--- src/rtl/core/assert_macros.svh ---
// assertion macros shared by the supervisor modules
`ifndef ASSERT_MACROS_SVH
`define ASSERT_MACROS_SVH

// clocked check, masked while reset is held
`define PWSUP_ASSERT(label, prop, msg) \
    label: assert property (@(posedge i_clk) disable iff (!i_rst_n) (prop)) else $error(msg);

// clocked check that also runs during reset
`define PWSUP_ASSERT_ALWAYS(label, prop, msg) \
    label: assert property (@(posedge i_clk) (prop)) else $error(msg);

`endif

--- src/rtl/core/pwsup_pkg.sv ---
// package: types and constants of the power watchdog supervisor
package pwsup_pkg;

    localparam int AdcBits   = 10;
    localparam int TickBits  = 18;
    localparam int MsBits    = 16;
    localparam int SecBits   = 8;
    localparam int CfgIdxBits  = 3;
    localparam int CfgDataBits = 16;
    localparam int InBits    = ((AdcBits + 4 + 7) / 8) * 8;
    localparam int OutBits   = 8;

    localparam logic [TickBits-1:0] TickMax   = {TickBits{1'b1}};
    localparam logic [TickBits-1:0] FastLenMs = TickBits'(1000);
    localparam int                  MsPerSec  = 1000;

    typedef enum logic [2:0] {
        PH_STARTUP   = 3'd0,
        PH_HANDSHAKE = 3'd1,
        PH_WINDOW    = 3'd2,
        PH_OFF       = 3'd3,
        PH_CHECK     = 3'd4,
        PH_SETTLE    = 3'd5,
        PH_ENCHECK   = 3'd6,
        PH_HOSTWAIT  = 3'd7
    } t_phase;

    typedef enum logic [CfgIdxBits-1:0] {
        REG_HS_TIMEOUT  = 3'd0,
        REG_OFF_HOLD    = 3'd1,
        REG_SETTLE      = 3'd2,
        REG_V_THRESHOLD = 3'd3,
        REG_V_TIMEOUT   = 3'd4,
        REG_WINDOW_SEC  = 3'd5
    } t_reg_idx;

    typedef struct packed {
        logic [MsBits-1:0]   hs_timeout;
        logic [MsBits-1:0]   off_hold;
        logic [MsBits-1:0]   settle;
        logic [AdcBits-1:0]  v_threshold;
        logic [MsBits-1:0]   v_timeout;
        logic [TickBits-1:0] window_ms;
    } t_cfg;

    typedef struct packed {
        logic                watchdog_level;
        logic [AdcBits-1:0]  voltage_sample;
        logic                button_edge;
        logic                host_power_good;
        logic                fast_request;
    } t_item;

    // packed msb first, so tdata bit 0 is supply_enable
    typedef struct packed {
        logic   fast_active;
        logic   phase_changed;
        t_phase phase_code;
        logic   io_disable;
        logic   watchdog_drive;
        logic   supply_enable;
    } t_result;

endpackage

--- src/rtl/core/pwsup_cfg.sv ---
// configuration register file of the supervisor
module pwsup_cfg import pwsup_pkg::*; (
    input  logic                   i_clk,
    input  logic                   i_rst_n,
    input  logic                   i_we,
    input  logic [CfgIdxBits-1:0]  i_index,
    input  logic [CfgDataBits-1:0] i_data,
    output t_cfg                   o_cfg
);

    t_cfg r_cfg;

    always_ff @(posedge i_clk) begin
        if (!i_rst_n) begin
            r_cfg.hs_timeout  <= MsBits'(2000);
            r_cfg.off_hold    <= MsBits'(2000);
            r_cfg.settle      <= MsBits'(200);
            r_cfg.v_threshold <= AdcBits'(450);
            r_cfg.v_timeout   <= MsBits'(1000);
            r_cfg.window_ms   <= TickBits'(90 * MsPerSec);
        end else if (i_we) begin
            unique case (i_index)
                REG_HS_TIMEOUT:  r_cfg.hs_timeout  <= i_data[MsBits-1:0];
                REG_OFF_HOLD:    r_cfg.off_hold    <= i_data[MsBits-1:0];
                REG_SETTLE:      r_cfg.settle      <= i_data[MsBits-1:0];
                REG_V_THRESHOLD: r_cfg.v_threshold <= i_data[AdcBits-1:0];
                REG_V_TIMEOUT:   r_cfg.v_timeout   <= i_data[MsBits-1:0];
                REG_WINDOW_SEC:  r_cfg.window_ms   <=
                    TickBits'({{(TickBits-SecBits){1'b0}}, i_data[SecBits-1:0]} * MsPerSec);
                default: ;
            endcase
        end
    end

    assign o_cfg = r_cfg;

endmodule

--- src/rtl/core/pwsup_core.sv ---
// phase state machine: one tick per accepted item
module pwsup_core import pwsup_pkg::*; (
    input  logic    i_clk,
    input  logic    i_rst_n,
    input  logic    i_accept,
    input  t_item   i_item,
    input  t_cfg    i_cfg,
    output t_result o_result
);

    t_phase              r_phase, n_phase;
    logic [TickBits-1:0] r_tick, n_tick;
    logic                r_last, n_last;
    logic                r_btn, n_btn;
    logic                r_fast, n_fast;
    logic                r_goen, n_goen;
    logic                r_sup, n_sup;
    logic                r_wd, n_wd;
    logic                n_io;

    logic [TickBits-1:0] tick_inc;
    logic [TickBits-1:0] win_len;
    logic                v_good;
    logic                v_late;
    logic                fell;

    assign tick_inc = (r_tick == TickMax) ? r_tick : r_tick + TickBits'(1);
    assign v_good   = i_item.voltage_sample >= i_cfg.v_threshold;
    assign v_late   = tick_inc > TickBits'(i_cfg.v_timeout);
    assign fell     = r_last & ~i_item.watchdog_level;

    // next state
    always_comb begin
        n_phase = r_phase;
        n_tick  = r_tick;
        n_last  = r_last;
        n_btn   = r_btn | i_item.button_edge;
        n_fast  = r_fast | i_item.fast_request;
        n_goen  = r_goen;
        n_sup   = r_sup;
        n_wd    = r_wd;
        win_len = n_fast ? FastLenMs : i_cfg.window_ms;
        unique case (r_phase)
            PH_STARTUP: begin
                n_btn   = 1'b0;
                n_sup   = 1'b1;
                n_phase = PH_WINDOW;
            end
            PH_HANDSHAKE: begin
                n_wd   = ~fell;
                n_tick = tick_inc;
                if (tick_inc > TickBits'(i_cfg.hs_timeout)) begin
                    n_fast  = 1'b0;
                    n_phase = PH_OFF;
                end else if (fell) begin
                    n_phase = PH_WINDOW;
                end else begin
                    n_last = i_item.watchdog_level;
                end
            end
            PH_WINDOW: begin
                if (n_btn) begin
                    n_btn   = 1'b0;
                    n_phase = PH_SETTLE;
                end else begin
                    n_tick = tick_inc;
                    if (tick_inc >= win_len) begin
                        n_phase = PH_HANDSHAKE;
                    end
                end
            end
            PH_OFF: begin
                n_sup  = 1'b0;
                n_tick = tick_inc;
                if (tick_inc >= TickBits'(i_cfg.off_hold)) begin
                    n_phase = PH_CHECK;
                end
            end
            PH_CHECK: begin
                n_sup = 1'b1;
                if (r_goen) begin
                    n_goen  = 1'b0;
                    n_phase = PH_SETTLE;
                end else if (v_good) begin
                    n_phase = PH_WINDOW;
                end else begin
                    n_tick = tick_inc;
                    if (v_late) begin
                        n_phase = PH_OFF;
                    end
                end
            end
            PH_SETTLE: begin
                n_tick = tick_inc;
                if (tick_inc >= TickBits'(i_cfg.settle)) begin
                    n_phase = PH_ENCHECK;
                end
            end
            PH_ENCHECK: begin
                if (v_good) begin
                    n_phase = PH_HOSTWAIT;
                end else begin
                    n_tick = tick_inc;
                    if (v_late) begin
                        n_goen  = 1'b1;
                        n_phase = PH_OFF;
                    end
                end
            end
            default: begin
                if (i_item.host_power_good) begin
                    n_phase = PH_STARTUP;
                end
            end
        endcase
        if (n_phase != r_phase) begin
            n_tick = '0;
            if (n_phase == PH_HANDSHAKE) begin
                n_last = 1'b0;
            end
        end
    end

    // result of this tick
    always_comb begin
        n_io = (r_phase == PH_HOSTWAIT) && !i_item.host_power_good;
        o_result.supply_enable  = n_sup;
        o_result.watchdog_drive = n_wd;
        o_result.io_disable     = n_io;
        o_result.phase_code     = n_phase;
        o_result.phase_changed  = n_phase != r_phase;
        o_result.fast_active    = n_fast;
    end

    always_ff @(posedge i_clk) begin
        if (!i_rst_n) begin
            r_phase <= PH_SETTLE;
            r_tick  <= '0;
            r_last  <= 1'b0;
            r_btn   <= 1'b0;
            r_fast  <= 1'b0;
            r_goen  <= 1'b0;
            r_sup   <= 1'b0;
            r_wd    <= 1'b0;
        end else if (i_accept) begin
            r_phase <= n_phase;
            r_tick  <= n_tick;
            r_last  <= n_last;
            r_btn   <= n_btn;
            r_fast  <= n_fast;
            r_goen  <= n_goen;
            r_sup   <= n_sup;
            r_wd    <= n_wd;
        end
    end

`include "assert_macros.svh"

    `PWSUP_ASSERT(a_tick_restart, i_accept && (n_phase != r_phase) |=> r_tick == '0, "tick count not cleared on phase change")
    `PWSUP_ASSERT(a_hold_idle, !i_accept |=> $stable(r_phase) && $stable(r_tick), "state moved without a transfer")
    `PWSUP_ASSERT(a_sup_off, i_accept && (r_phase == PH_OFF) |=> !r_sup, "supply on during off hold")

endmodule

--- src/rtl/core/power_watchdog_supervisor.sv ---
// top level of the power watchdog supervisor
// results: each result is registered in a two-entry result buffer and is shown on m_axis
//   once earlier results have gone; one item per cycle is taken while the buffer is not
//   full, so items keep coming in while one result waits on m_axis_tready
// reset: synchronous active-low i_rst_n puts the phase in settle, clears
//   counters, flags and the result buffer, and loads register defaults
module power_watchdog_supervisor import pwsup_pkg::*; (
    input  logic                   i_clk,
    input  logic                   i_rst_n,
    input  logic                   s_axis_tvalid,
    output logic                   s_axis_tready,
    // watchdog_level, voltage_sample, button_edge, host_power_good, fast_request
    input  logic [InBits-1:0]      s_axis_tdata,
    output logic                   m_axis_tvalid,
    input  logic                   m_axis_tready,
    // supply_enable, watchdog_drive, io_disable, phase_code, phase_changed, fast_active
    output logic [OutBits-1:0]     m_axis_tdata,
    input  logic                   i_cfg_valid,
    output logic                   o_cfg_ready,
    input  logic [CfgIdxBits-1:0]  i_cfg_index,
    input  logic [CfgDataBits-1:0] i_cfg_data
);

    t_cfg    cfg;
    t_item   item;
    t_result result;
    logic    in_xfer;
    logic    out_xfer;

    t_result     r_slot [2];
    logic        r_wr_ptr;
    logic        r_rd_ptr;
    logic [1:0]  r_count;

    assign o_cfg_ready = 1'b1;

    assign item.watchdog_level  = s_axis_tdata[0];
    assign item.voltage_sample  = s_axis_tdata[AdcBits:1];
    assign item.button_edge     = s_axis_tdata[AdcBits+1];
    assign item.host_power_good = s_axis_tdata[AdcBits+2];
    assign item.fast_request    = s_axis_tdata[AdcBits+3];

    assign s_axis_tready = r_count != 2'd2;
    assign in_xfer       = s_axis_tvalid && s_axis_tready;
    assign m_axis_tvalid = r_count != 2'd0;
    assign out_xfer      = m_axis_tvalid && m_axis_tready;
    assign m_axis_tdata  = r_slot[r_rd_ptr];

    pwsup_cfg u_cfg (
        .i_clk   (i_clk),
        .i_rst_n (i_rst_n),
        .i_we    (i_cfg_valid && o_cfg_ready),
        .i_index (i_cfg_index),
        .i_data  (i_cfg_data),
        .o_cfg   (cfg)
    );

    pwsup_core u_core (
        .i_clk    (i_clk),
        .i_rst_n  (i_rst_n),
        .i_accept (in_xfer),
        .i_item   (item),
        .i_cfg    (cfg),
        .o_result (result)
    );

    always_ff @(posedge i_clk) begin
        if (in_xfer) begin
            r_slot[r_wr_ptr] <= result;
        end
    end

    always_ff @(posedge i_clk) begin
        if (!i_rst_n) begin
            r_wr_ptr <= 1'b0;
            r_rd_ptr <= 1'b0;
            r_count  <= 2'd0;
        end else begin
            if (in_xfer) begin
                r_wr_ptr <= ~r_wr_ptr;
            end
            if (out_xfer) begin
                r_rd_ptr <= ~r_rd_ptr;
            end
            if (in_xfer && !out_xfer) begin
                r_count <= r_count + 2'd1;
            end else if (out_xfer && !in_xfer) begin
                r_count <= r_count - 2'd1;
            end
        end
    end

`include "assert_macros.svh"

    `PWSUP_ASSERT(a_count_range, r_count != 2'd3, "result buffer count out of range")
    `PWSUP_ASSERT(a_count_up, in_xfer && !out_xfer |=> r_count == $past(r_count) + 2'd1, "buffer count missed a transfer")
    `PWSUP_ASSERT(a_ptr_gap, (r_count == 2'd1) |-> (r_wr_ptr != r_rd_ptr), "buffer pointers out of step")

endmodule

--- config.mk ---
export PLATFORM = sky130hd
export DESIGN_NAME = power_watchdog_supervisor
export DESIGN_NICKNAME = d
export VERILOG_FILES = /design/src/rtl/core/pwsup_pkg.sv /design/src/rtl/core/pwsup_cfg.sv /design/src/rtl/core/pwsup_core.sv /design/src/rtl/core/power_watchdog_supervisor.sv
export VERILOG_INCLUDE_DIRS = /design/src /design/src/rtl/core
export SDC_FILE = /design/constraint.sdc
export NUM_CORES = 1
export LEC_CHECK = 0
export BUFFER_PORTS_ARGS = -buffer_cell sky130_fd_sc_hd__buf_4
export CAP_MARGIN = 5
export CORE_MARGIN = 10
export CORE_UTILIZATION = 58
export DETAILED_ROUTE_END_ITERATION = 8
export PLACE_DENSITY = 0.86
export SYNTH_ARGS = -nofsm -noshare
export SYNTH_HDL_FRONTEND = slang
export SYNTH_SLANG_ARGS = --single-unit
--- constraint.sdc ---
create_clock -name i_clk -period 5.4 [get_ports i_clk]
set_input_delay 0.27 -clock i_clk [delete_from_list [all_inputs] [get_ports i_clk]]
set_output_delay 0.27 -clock i_clk [all_outputs]
set_load 0.03 [all_outputs]
======== Word level (Yosys, flattened, before mapping) ========
Memory sizes are Yosys's and may differ from the RTL's. A register that Yosys moved wholly into a read port is not among the register bits.
Index checks and enable logic that the tools add are counted.
word-level totals
  bits in registers ....................... 120
  bits in writable memories ............... 16
  bits of input ports ..................... 40
  output and inout port bits .............. 11
  word-level logic and storage cells ...... 118
  memories ................................ 1
memory list
  memory  words  width  rd ports  clocked after Yosys merged registers in  wr ports  line                             source
  r_slot  2      8      1         1                                        1         power_watchdog_supervisor.sv:30  t_result r_slot [2];
cells by class
  add/sub/neg operators ................... 3
  multipliers ............................. 1
  magnitude comparators ................... 6
  equal/unequal tests ..................... 20
  muxes and demuxes ....................... 38
  bitwise logic cells ..................... 7
  reduce and logical (&&, ||, !) cells .... 25
operator list
  kind                                                  number
  2-to-1 mux 18 bit                                     6
  one-hot mux 18 bit (4 select lines)                   1
  greater-or-equal comparator 18 x 16 -> 1 bit          2
  > comparator 18 x 16 -> 1 bit                         2
  2-to-1 mux 3 bit                                      11
  one-hot mux 3 bit (7 select lines)                    1
  adder 18 x 1 -> 18 bit (second input constant)        1
  equality test 18 bit (second input constant)          1
  equality test 3 bit (second input constant)           6
  greater-or-equal comparator 18 bit                    1
  multiplier 8 x 7 -> 15 bit (second input constant)    1
  2-to-1 mux 1 bit                                      15
  equality test 3 x 2 -> 1 bit (second input constant)  4
  AND reduction 2 bit                                   6
  greater-or-equal comparator 10 bit                    1
  equality test 3 x 1 -> 1 bit (second input constant)  3
  AND reduction 4 bit                                   2
  zero test 3 bit                                       2
  inequality test 3 bit (second input constant)         2
  nonzero test 2 bit                                    3
  logical AND 1 bit                                     5
  nonzero test 5 bit                                    1
  2-to-1 mux 2 bit                                      2
  inequality test 2 bit (second input constant)         2
  11 further kinds                                      19

======== Depth between registers and ports, before layout ========
  word-level depth ........................ 10
  mapped depth ............................ 22
  mapped depth without buffers ............ 21

======== Modules after synthesis ========
From an unflattened synthesis, not the netlist that was laid out.
unflattened totals
  cell total of the unflattened synthesis .. 1190
  area total of the unflattened synthesis .. 9948.3 um^2
by module, submodules not included
  module                     instances  cells an instance  area an instance (um^2)
  pwsup_cfg                  1          528                4709.5
  pwsup_core                 1          610                4418.0
  power_watchdog_supervisor  1          52                 820.8

======== Worst setup path before layout ========
OpenSTA, ideal clock, no wires.
  path type ............................... register to register
  from .................................... register u_core.r_tick[0]
  to ...................................... register u_core.r_last
  setup time .............................. 88 ps
  arrival ................................. 4718 ps
  setup slack ............................. 594 ps
  stages on the path, launching flop included .. 21
  buffers on the path ..................... 1
  period minus slack after synthesis ...... 4806 ps
  cells stage by stage .................... dfxtp_1 > ha_1 > nand2_1 > nor4_4 > nand4_4 > and3_1 > and3_1 > and3_1 > nand3_1 > xnor2_1 > ha_1 > a21o_1 > a2111oi_0 > a2bb2oi_1 > nor3b_2 > nand2_1 > a211oi_4 > mux2i_2 > buf_6 > inv_2 > a311oi_2
RTL lines
  item                      line               source
  start: declaration        pwsup_core.sv:12   logic [TickBits-1:0] r_tick, n_tick;
  start signal: assignment  pwsup_core.sv:147  r_tick <= n_tick;
  end signal: assignment    pwsup_core.sv:148  r_last <= n_last;
  end: declaration          pwsup_core.sv:13   logic r_last, n_last;

==> metrics <==
CTS tree=done; status=finished clean; GP Congestion=0.9165; IO Pins=51; area post-placement=9933 sq um; ANT cells=0; Final #Nets=1,341; busiest grt layer=met2; antenna violations before repair=0; Synth Area in Simple Gates=20.16%; max_slew headroom=14.77%; clk_lat worst skew=0.43 ns; post-DP HPWL=17.20 mm; Synth async-reset ratio=0%; fmax=193.9 MHz; CP Data Required Time=5.74 ns; period utilisation layout=95.49%; mapped cell area=9290 sq um; unrepaired setup endpoints after global routing=false; FF-to-FF path depth=21; chip height=146.6 microns; routed length per instance=17.22 microns; cells after synthesis=1,106; min cycle time layout=5.156 ns; post-synthesis sequential area ratio=31.25%; leakage=0.004742 uW; final hold violation count=0; Largest stage delay, worst path=0.42 ns; multi-input logic area=5882 sq um; synth warn=0; first-pass GRT wire length=39.20 mm; vias per inst=5.889; synth-to-layout area growth=14.06%; synthesis-stage register bit count=137; initial core utilization=58.91%; Synth Area in Adders=21.52%; Core Area=15,770 sq um; Fillers=1,265; CP delay by family, top=simple AND/OR/NAND/NOR gates; DRC violations left=0; DR vias=8,151; FF/Latch Area=2903 sq um; wirelength, routed=23.84 mm; Synth Area in Compound Gates=16.66%; CTS Buf Count=17; cell area after layout=10,600 sq um; power density over the cells=331.6 nW/um^2; drt first-iter violations=894; post-synth cell types=76; Cell Rows=46; Max clock buf depth=2; grt met1 use=26.93%; most frequent cells in the layout=nand2_1 (214), ha_1 (122), dfxtp_1 (121), inv_1 (103), a21oi_1 (93); post-synthesis mux area share=1.226%; Mapped Nets=1,291; most used cell, CP=and3_1; CTS clk-pin slew, worst paths=0.06 ns; kind of end point of the critical path=flop; Worst Hold Class=in -> reg; slew of the pin with the lowest slew margin=1.274 ns; CP Buf/Inv Count=3; layout cells sized above 1=11.82%; Primary FF master, synth=dfxtp_1; Max-Cap Viols=0; fin. max-slew vios=0; worst r2r src=u_core.r_tick[1]; Die Area=21,480 sq um; remaining global-route overflow=0; GR Util All Layers=21.98%; number of global-route vias before repair=8,039; CP arrival=5.49 ns; clk_skew=0.009682 ns; Die Wd=146.6 microns; largest family of logic cells by synthesized area=adder cells; Post-Synth XOR/XNOR Area=3.017%; Worst Hold End=u_cfg.o_cfg[26]; Post-DRT Antenna Nets=0; crit path launch type=flop; H-tree Lvls=4; Mean Syn Cell Area=8.400 sq um; TNS Setup=0 ns; Crit Path Class=reg -> reg; port bufs=47; EDFF count, synth=16; CP max-delay cell=xor2_2; Max FO, Critical Path=20; Final Setup Violations=0; Root Driver=clkbuf_16; RR Endpoint=u_core.r_last; worst reg2reg setup slack=0.24 ns; met2 Use GR=37.03%; M3 GR Usage=4.604%; hold path start=i_cfg_data[8]; # clock sinks=137; worst-path cell chain=ha_2, nand2_1, nor4_4, nand4_4, and3_1, and3_1, and3_1, xor2_2, ha_1, nand4_1, nor2_1, a2111oi_0, buf_4, a2bb2oi_1, nor3b_2, nand2_1, a211oi_4, mux2i_2, buf_12, inv_2, a311oi_2; hold_buf cts=0; TritonRoute pass-1 iters=8; Worst VDD drop=0.2219 mV; largest net degree at the start of global routing=65; most common cell after layout, fill and taps aside=nand2_1; Worst Hold Depth=3
stage by stage:
| step | cells | worst slack, ns | power (uW) | hold slack, ns | utilization [%] |
|---|---|---|---|---|---|
| floorplan | 1106 | 0.5941 | 2034 | 0.3940 | - |
| global placement | 1352 | 0.2459 | 2284 | 0.4422 | 62.99 |
| detailed placement | 1352 | 0.05619 | 2335 | 0.4460 | 62.99 |
| CTS | 1383 | 0.04123 | 3518 | 0.1102 | 66.80 |
| global route | 1384 | 0.03659 | 3700 | 0.1239 | 67.19 |
| finish | 1384 | 0.2438 | 3514 | 0.1111 | 67.19 |
per-layer routing:
| layer | vias up | share of wire (%) |
|---|---|---|
| li1 | 3928 | - |
| met5 | - | 0 |
| met4 | 0 | 2.4 |
| met2 | 300 | 48 |
| met1 | 3876 | 43 |
| met3 | 47 | 7.2 |
area by class of cell:
| cell class | count | area share (%) |
|---|---|---|
| Multi-Input combinational cell | 824 | 55.51 |
| Sequential cell | 137 | 27.39 |
| Timing Repair Buffer | 71 | 5.148 |
| Clock buffer | 25 | 4.877 |
| Inverter | 105 | 3.719 |
| Tap cell | 216 | 2.550 |
| Clock inverter | 6 | 0.8029 |
how the worst max path moves through the flow:
stage	start	endpoint	slack, ns	cells after the start
after floorplan	u_core.r_tick[0]	u_core.r_last	0.59	20
after global placement	u_core.r_tick[1]	u_core.r_last	0.25	21
after detailed placement	u_core.r_tick[1]	u_core.r_last	0.06	21
after CTS	u_core.r_tick[1]	u_core.r_last	0.04	21
after global routing	u_core.r_tick[1]	u_core.r_last	0.04	23
final	u_core.r_tick[1]	u_core.r_last	0.24	21
synthesized netlist by cell type, drive strengths merged (3+ instances only):
master   count  share of area, %
ha         123                17
a31oi        3              0.20
inv        105               4.2
xor2        14               1.3
nand4       17               1.5
a211oi       6              0.62
buf         10              0.67
o21ai       28               1.6
or2          3              0.20
a21oi       94               5.1
nand2b      14              0.94
nor2        50               2.0
o211ai      37               3.0
a2111oi      4              0.38
a21o        12              0.97
or3          3              0.26
clkbuf      30               1.2
mux2         8              0.97
nand2      214               8.6
and2         4              0.27
nor2b        7              0.47
nor3        22               1.2
edfxtp      16               5.2
fa          22               4.7
a41oi        3              0.28
xnor2       18               1.7
nor4         5              0.50
dfxtp      121                26
a211o        3              0.28
nand3       32               1.7
and4         6              0.57
and3        13              0.88
a21boi      15               1.2
a311oi       3              0.42
o21bai       5              0.40
and4b        3              0.32
worst register-to-register path, delay by kind of cell, from the launching register on:
family                   cells  cell delay (ns)
adder cells (fa/ha/maj)      2             0.56
AO/OA/AOI/OAI                4             1.02
XOR/XNOR                     1             0.42
AND/OR/NAND/NOR             10             1.94
buffers and inverters        3             0.43
multiplexers                 1             0.31
flip-flops                   1             0.37
what timing repair did:
action / CTS / global route
resized for setup: 0 / 10
setup buffers: 0 / 1
endpoints found under the setup margin: 0 / 21
state kept, by name, summed over array words and instances (netlist names), named ones only:
register        cells
r_count             2
r_rd_ptr            1
r_slot             16
r_wr_ptr            1
u_cfg.o_cfg        89
u_core.r_btn        1
u_core.r_fast       1
u_core.r_goen       1
u_core.r_last       1
u_core.r_phase      3
u_core.r_sup        1
u_core.r_tick      18
u_core.r_wd         1
power by group:
part	switching [uW]	total [uW]	internal, uW
logic	666	1150	483
registers	52.6	1180	1130
clock network	434	1190	752
total	1150	3510	2360
cells by family (layout without fill, tap and decap cells):
family	Yosys count	count (layout)
flops	137	137
buf+inv	145	207
simple gates	399	399
xor+xnor	32	32
mux	10	10
other cells	1	1
compound gates	235	235
fa+ha+maj	147	147
Note: power is estimated with default switching activity, not from simulation.
